===== src/rtl/qti_pkg.sv =====
package qti_pkg;

    localparam int DEPTH_DEF      = 4;
    localparam int COUNT_BITS_DEF = 16;
    localparam int COORD_BITS_DEF = 16;

    localparam int POS_W   = 16;
    localparam int HALF_W  = 15;
    localparam int CMD_W   = 2;
    localparam int IDX_W   = 8;
    localparam int LCNT_W  = 16;
    localparam int CFG_N   = 2;
    localparam int CFG_AW  = 1;
    localparam int CFG_DW  = 15;

    localparam logic [CFG_AW-1:0] CFG_HALF_WIDTH  = 1'd0;
    localparam logic [CFG_AW-1:0] CFG_HALF_HEIGHT = 1'd1;

    localparam logic [HALF_W-1:0] HALF_RESET = 15'd512;

    typedef enum logic [CMD_W-1:0] {
        CMD_INSERT = 2'd0,
        CMD_QUERY  = 2'd1,
        CMD_CLEAR  = 2'd2,
        CMD_NONE   = 2'd3
    } t_cmd;

    typedef struct packed {
        t_cmd                    cmd;
        logic signed [POS_W-1:0] pos_x;
        logic signed [POS_W-1:0] pos_y;
    } t_item;

    typedef struct packed {
        logic idle;
        logic clearing;
    } t_back_stat;

endpackage


===== src/rtl/qti_front.sv =====
module qti_front (
    input  logic                i_clk,
    input  logic                i_rst_n,
    input  logic                i_start,
    input  logic [1:0]          i_cmd,
    input  logic signed [15:0]  i_pos_x,
    input  logic signed [15:0]  i_pos_y,
    input  qti_pkg::t_back_stat i_stat,
    output logic                o_busy,
    output logic                o_valid,
    output qti_pkg::t_item      o_item
);
    import qti_pkg::*;

    // two-entry queue toward the back end
    t_item      r_q [2];
    logic       r_wp, r_rp;
    logic [1:0] r_cnt;
    logic       w_push, w_pop;
    t_item      w_in;

    always_comb begin
        w_in.pos_x = i_pos_x;
        w_in.pos_y = i_pos_y;
        w_in.cmd   = t_cmd'(i_cmd);
    end

    assign o_busy  = (r_cnt == 2'd2) || i_stat.clearing;
    assign w_push  = i_start && !o_busy;
    assign o_valid = (r_cnt != 2'd0);
    assign w_pop   = o_valid && i_stat.idle;
    assign o_item  = r_q[r_rp];

    always_ff @(posedge i_clk) begin
        if (w_push) begin
            r_q[r_wp] <= w_in;
        end
        if (!i_rst_n) begin
            r_wp  <= 1'b0;
            r_rp  <= 1'b0;
            r_cnt <= 2'd0;
        end else begin
            if (w_push) r_wp <= ~r_wp;
            if (w_pop)  r_rp <= ~r_rp;
            r_cnt <= r_cnt + {1'b0, w_push} - {1'b0, w_pop};
        end
    end

    a_no_overflow: assert property (@(posedge i_clk) disable iff (!i_rst_n)
        r_cnt == 2'd2 |=> r_cnt != 2'd0 || $past(w_pop)) else $error("queue count");
    a_cnt_range: assert property (@(posedge i_clk) disable iff (!i_rst_n)
        r_cnt != 2'd3) else $error("queue overflow");
    a_pop_valid: assert property (@(posedge i_clk) disable iff (!i_rst_n)
        w_pop |-> r_cnt != 2'd0) else $error("pop from empty queue");
endmodule


===== config.mk =====
export PLATFORM = sky130hd
export DESIGN_NAME = qti_front
export DESIGN_NICKNAME = d
export VERILOG_FILES = /design/src/rtl/qti_pkg.sv /design/src/rtl/qti_front.sv
export SDC_FILE = /design/constraint.sdc
export NUM_CORES = 1
export LEC_CHECK = 0
export ABC_AREA = 1
export ABC_CLOCK_PERIOD_IN_PS = 6430
export BUFFER_PORTS_ARGS = -buffer_cell sky130_fd_sc_hd__buf_2
export CORE_MARGIN = 4
export CORE_UTILIZATION = 56
export CTS_CLUSTER_DIAMETER = 30
export CTS_CLUSTER_SIZE = 24
export DETAILED_ROUTE_END_ITERATION = 8
export PLACE_DENSITY = 0.94
export SLEW_MARGIN = 20
export SYNTH_ARGS = -nofsm -noshare
export SYNTH_HDL_FRONTEND = slang
export SYNTH_SLANG_ARGS = --single-unit

===== constraint.sdc =====
create_clock -name i_clk -period 6.43 [get_ports i_clk]
set_clock_uncertainty 0.15 [all_clocks]
set_input_delay 0.3215 -clock i_clk [delete_from_list [all_inputs] [get_ports i_clk]]
set_output_delay 0.3215 -clock i_clk [all_outputs]
set_load 0.02 [all_outputs]

==> qor.csv, run 1 <==
stage,metric,value,unit
clocking,cts-root-buf,clkbuf_8,
global_route,grt_pass1_vias,1636,
setup_path,reg2reg_slack,4.37,ns
global_route,antenna_found_initial,0,
sta,clock.fmax,409,MHz
final_layout,nets,270,
setup_path,start_kind,register,
clocking,cts.sinks,73,
detailed_routing,drtIter0Drc,65,
worst_hold_path,hold_path_startpoint,i_pos_x[15],
pwr,power.leakage,1.40,nW
sta,fin_crit_sh,0.380,
detailed_routing,post-route-drc-count,0,
synth,ys_ff_latch,73,
detailed_routing,drt-wirelength-per-cell,15.7,um
synth,postSynthCellCount,145,
synth,synth_seq_area_share,0.748,
sta,layout_min_cycle_time,2.44,ns
status,status,"complete, no violations",
synth,ys_types,14,
placement,finalWeightedCongestion,0.698,
clocking,cts_made_buffers,9,
sta,finalHoldViolCount,0,
final_layout,drive_gt1_frac,0.528,
sta,rsz0062_at_grt,no,
clocking,htree_levels,3,
synth,yosys_warnings,0,
global_route,grt_pass1_wl,7450,um
detailed_routing,avgViaCountPerCell,4.96,
sta,fin_hold_ws,0.0261,ns
final_layout,area_growth,20.7,%
detailed_routing,ant_nets,0,
sta,finalMaxSlewViolations,0,
sta,slew_headroom,0.292,
setup_path,cp_slowest_stage_delay,1.03,ns
setup_path,path_max_fanout,34,
sta,tightestPinTransition,1.06,ns
floorplan,die_h,79.5,um
detailed_routing,routed_wl,4720,um
clocking,clockBufferDepth,2,
placement,portBuffers,74,
floorplan,num_io_pins,75,
flow_run,maxCapViolations,0,
pwr,power_density,353,nW/um2
placement,hpwl,3200,um
clocking,path_clk_slew,0.07,ns
synth,syn_nets,186,
setup_path,path_class,register to output pin,
global_route,grtUsageTotal,0.162,
detailed_routing,dr.pass1.iters,4,
final_layout,fin_util,0.714,
sta,setup_violations,0,
worst_hold_path,hold_class,primary input to register,
pwr,total_power,1.22,mW
floorplan,fp.coreArea,4850,um2
setup_path,end_kind,output pin,
detailed_routing,via_count,1488,
setup_path,critPathRequiredTime,5.96,ns
global_route,grt_max_degree,35,
setup_path,worstPathCellList,"mux2_2, buf_2",
clocking,clock_latency,0.33,ns
floorplan,fp.dieArea,6330,um2
setup_path,r2r_start,r_cnt[0]$_SDFF_PN0_,
floorplan,rows,25,
synth,synth_area,2870,um2
global_route,overflow,0,
setup_path,cpMaxStageDelayCell,dfxtp_2,
setup_path,cp.arrival,1.97,ns
final_layout,n_antenna_cell,0,
synth,syn_avg_cell_area,19.8,um2
floorplan,start_util,0.591,
clocking,cts_tree,built,
pwr,ir_worst_vdd,0.000235,V
sta,finalSetupTns,0,ns
floorplan,die_w,79.5,um
[worst max-delay path: cells and delay by family, from the launching register on]
| kind | cells | cell delay (ns) |
|---|---|---|
| flip-flops | 1 | 1.03 |
| buffers and inverters | 1 | 0.16 |
| multiplexers | 1 | 0.42 |
[repair_timing]
action | CTS | global route
hold buffers | 0 | 2
buffers inserted | 0 | 0
resized for setup | 0 | 0
endpoints found under the hold margin | 0 | 4
[where the power goes]
group / internal [mW] / leakage [nW] / switching (mW)
logic: 0.143 / 0.647 / 0.149
registers: 0.564 / 0.665 / 0.0438
clock network: 0.173 / 0.0910 / 0.149
[metal layers]
metal	routed length [um]	share of wire	track usage
met1	1720	0.37	0.162
met2	2620	0.56	0.290
met3	231	0.049	0.0384
met4	138	0.029	0.117
met5	0	0	0
[state kept, by name (all words and copies together), names as in the netlist, named ones only]
signal	flops
r_rp	1
r_cnt	2
r_wp	1
r_q	68
[area by class of cell]
cell class                 count  area, um2
inverter                      10       37.5
clock buffer                  10        128
timing repair buffer          77        398
sequential                    73       2140
clock inverter                 5       47.5
fill                         328       1390
multi-input combinational     58        622
tap                           67       83.8
[path summary, 6_finish.rpt]
path / endpoint / depth (start not counted)
worst min register to register: r_rp$_SDFFE_PN0P_ / 2
worst max register to register: r_q[0][5]$_DFFE_PP_ / 4
worst max-delay path: o_item[2] / 2
worst min-delay path: r_q[0][31]$_DFFE_PP_ / 1
[cell usage after synthesis]
cell type	instances	area, um2
a21oi_1	1	5.00
buf_12	3	60.1
buf_6	1	11.3
dfxtp_1	5	100
edfxtp_1	68	2040
ha_1	2	25.0
inv_1	10	37.5
mux2_2	4	45.0
mux2_4	30	450
nand2_1	10	37.5
nand3_1	3	15.0
nand4_1	1	6.26
nor2_1	6	22.5
o21a_1	1	7.51
[cell usage in the layout, fill, tap and decap left out, drive strengths merged]
cell type     n
buf          75
bufinv        1
nand4         1
a21oi         1
mux2         34
clkbuf       10
ha            2
nor2          6
inv          10
nand2        10
nand3         3
dlygate4sd3   2
clkinv        4
o21a          1
dfxtp         5
edfxtp       68
[through the flow]
| stage | area, um2 | instances | worst slack, ns |
|---|---|---|---|
| after floorplan | 2870 | 145 | 3.83 |
| after global placement | 3260 | 283 | 4.35 |
| after detailed placement | 3260 | 283 | 4.32 |
| after CTS | 3440 | 298 | 3.94 |
| after global routing | 3460 | 300 | 3.87 |
| final | 3460 | 300 | 3.99 |
[logic make-up (layout without fill, tap and decap cells)]
group | after synthesis | count (layout) | share of synthesized area
muxes | 34 | 34 | 0.173
adders and majority gates | 2 | 2 | 0.00873
buffers and inverters | 14 | 102 | 0.0380
AOI/OAI and AO/OA | 2 | 2 | 0.00437
DFF | 73 | 73 | 0.748
and+or+nand+nor | 20 | 20 | 0.0284
Note: power is estimated with default switching activity, not from simulation.
==> inputs of run 2 (changes only) <==
Settings changed: ABC_CLOCK_PERIOD_IN_PS 6430 to 2200, CORE_UTILIZATION 56 to 47, PLACE_DENSITY 0.94 to 0.85.
Clock period 6.43 ns to 2.2 ns, I/O delays scaled along.
==> run 2 against run 1 <==
Effect of this change: critical path depth up 8; utilization down 5.6 points; first-iteration DRC count down 11%; combinational power rose to 3.5 times the previous value; largest cell class unchanged; non-clock buffer count up 40.
==> qor.csv, run 2 (synthesis results as in run 1) <==
stage,metric,value,unit
pwr,p_int,2.75,mW
clocking,cts_made_buffers,9,
detailed_routing,ant_nets,0,
worst_hold_path,hold_class,primary input to register,
final_layout,nets,310,
sta,finalMaxSlewViolations,0,
final_layout,final_cell_mix,"buf_2, edfxtp_1, dlygate4sd3_1, mux2_4",
placement,dpl-instance-area,3310,um2
worst_hold_path,min_to,r_wp$_SDFFE_PN0N_,
final_layout,fin_util,0.657,
clocking,cts_resized,0,
floorplan,die_h,86.1,um
final_layout,multi_input_comb_area,622,um2
final_layout,final_common_cell,buf_2,
setup_path,reg2reg_depth,10,
clocking,holdBufCountCts,37,
sta,finalHoldViolCount,0,
detailed_routing,post-route-drc-count,0,
sta,tightestPinTransition,0.327,ns
setup_path,r2r_start,r_cnt[0]$_SDFF_PN0_,
clocking,clockBufferDepth,2,
global_route,overflow,0,
detailed_routing,avgViaCountPerCell,4.68,
flow_run,maxCapViolations,0,
setup_path,cp_slowest_stage_delay,0.36,ns
detailed_routing,drt-wirelength-per-cell,14.7,um
pwr,clockPowerShare,0.286,
sta,setup_violations,0,
placement,hpwl,3290,um
final_layout,stdcell_area,3890,um2
setup_path,path_class,register to register,
setup_path,reg2reg_to,r_cnt[1]$_SDFF_PN0_,
global_route,grtUsageTotal,0.144,
pwr,ir_worst_vdd,0.000588,V
placement,finalWeightedCongestion,0.792,
clocking,cts.sinks,73,
sta,rsz0062_at_grt,no,
clocking,clock_latency,0.33,ns
final_layout,largest_reg_flops,68,
final_layout,fillers,418,
clocking,cts_setup_buffers,0,
clocking,path_clk_slew,0.07,ns
setup_path,start_kind,register,
pwr,power_density,970,nW/um2
final_layout,area_growth,35.9,%
global_route,grt_pass1_vias,1759,
sta,clock.fmax,551,MHz
setup_path,critPathRequiredTime,2.28,ns
placement,portBuffers,74,
worst_hold_path,hold_depth,5,
detailed_routing,drtIter0Drc,58,
final_layout,regMostFlops,r_q,
detailed_routing,routed_wl,5120,um
pwr,p_sw,1.03,mW
global_route,grt_max_degree,21,
setup_path,cpMostUsedCell,inv_1,
floorplan,num_io_pins,75,
sta,fin_hold_ws,0.0317,ns
setup_path,reg2reg_slack,0.38,ns
floorplan,fp.coreArea,5920,um2
clocking,htree_levels,3,
detailed_routing,dr.pass1.iters,3,
sta,slew_headroom,0.782,
sta,finalSetupTns,0,ns
floorplan,rows,28,
pwr,power.leakage,1.59,nW
sta,layout_min_cycle_time,1.82,ns
pwr,total_power,3.78,mW
detailed_routing,via_count,1632,
final_layout,n_antenna_cell,0,
worst_hold_path,hold_path_startpoint,i_stat[0],
setup_path,worstPathCellList,"inv_1, nand2_1, nand3_1, ha_1, inv_1, ha_1, inv_1, nand2_1, a21oi_1, nor2_1",
setup_path,cpMaxStageDelayCell,dfxtp_1,
clocking,cts_tree,built,
clocking,cts-root-buf,clkbuf_8,
floorplan,start_util,0.484,
sta,fin_crit_sh,0.826,
pwr,swShare,0.272,
pwr,power_frac_seq,0.447,
global_route,antenna_found_initial,0,
floorplan,fp.dieArea,7410,um2
setup_path,end_kind,register,
floorplan,die_w,86.1,um
final_layout,top_regs,"r_q x68, r_cnt x2",
final_layout,drive_gt1_frac,0.474,
global_route,grt_pass1_wl,7870,um
setup_path,path_max_fanout,3,
final_layout,regArea,2140,um2
pwr,p_comb_frac,0.268,
setup_path,cp.arrival,1.89,ns
status,status,"complete, no violations",
-- run 2: changes by cell type in the layout (fill, tap and decap cells not counted), sizes merged --
cell / previous run / this run
dlygate4sd3: 2 / 37
buf: 75 / 80
bufinv: 1 / 2
-- run 2: worst max path at each step --
stage | endpoint | start | slack [ns]
after floorplan | r_q[0][0]$_DFFE_PP_ | r_cnt[0]$_SDFF_PN0_ | 0.15
after global placement | r_cnt[1]$_SDFF_PN0_ | r_cnt[0]$_SDFF_PN0_ | 0.50
after detailed placement | r_cnt[1]$_SDFF_PN0_ | r_cnt[0]$_SDFF_PN0_ | 0.39
after CTS | r_cnt[1]$_SDFF_PN0_ | r_cnt[0]$_SDFF_PN0_ | 0.37
after global routing | r_cnt[1]$_SDFF_PN0_ | r_cnt[0]$_SDFF_PN0_ | 0.24
final | r_cnt[1]$_SDFF_PN0_ | r_cnt[0]$_SDFF_PN0_ | 0.38
-- run 2: final cells by class --
type | count | area share
timing repair buffer | 117 | 0.202
tap | 75 | 0.0241
clock buffer | 10 | 0.0328
clock inverter | 6 | 0.0212
inverter | 10 | 0.00964
sequential | 73 | 0.551
multi-input combinational | 58 | 0.160
-- run 2: layer usage --
layer	up-vias	wire length, um	track usage
li1	785	-	-
met1	785	1940	0.152
met2	50	2770	0.256
met3	12	289	0.0423
met4	0	125	0.0791
met5	-	0	0
-- run 2: worst max-delay path, delay by kind of cell (launching register included) --
family                     cells  cell delay (ns)
AOI/OAI and AO/OA              1             0.15
and+or+nand+nor                4             0.38
adders and majority gates      2             0.51
DFF                            1             0.36
buffers and inverters          3             0.16
-- run 2: power groups by stage --
| stage | clock network [mW] | registers, mW | logic, mW |
|---|---|---|---|
| final | 1.08 | 1.69 | 1.01 |
| after global routing | 1.19 | 1.70 | 1.08 |
| after CTS | 1.12 | 1.69 | 1.02 |
| after detailed placement | 0 | 1.72 | 0.968 |
| after global placement | 0 | 1.71 | 0.951 |
| after floorplan | 0 | 1.71 | 0.766 |
-- run 2: stage by stage --
stage / setup WS, ns / std cells
6_report: 0.384 / 349
5_1_grt: 0.238 / 349
4_1_cts: 0.373 / 349
2_1_floorplan: 0.154 / 145
3_3_place_gp: 0.503 / 296
3_5_place_dp: 0.386 / 296
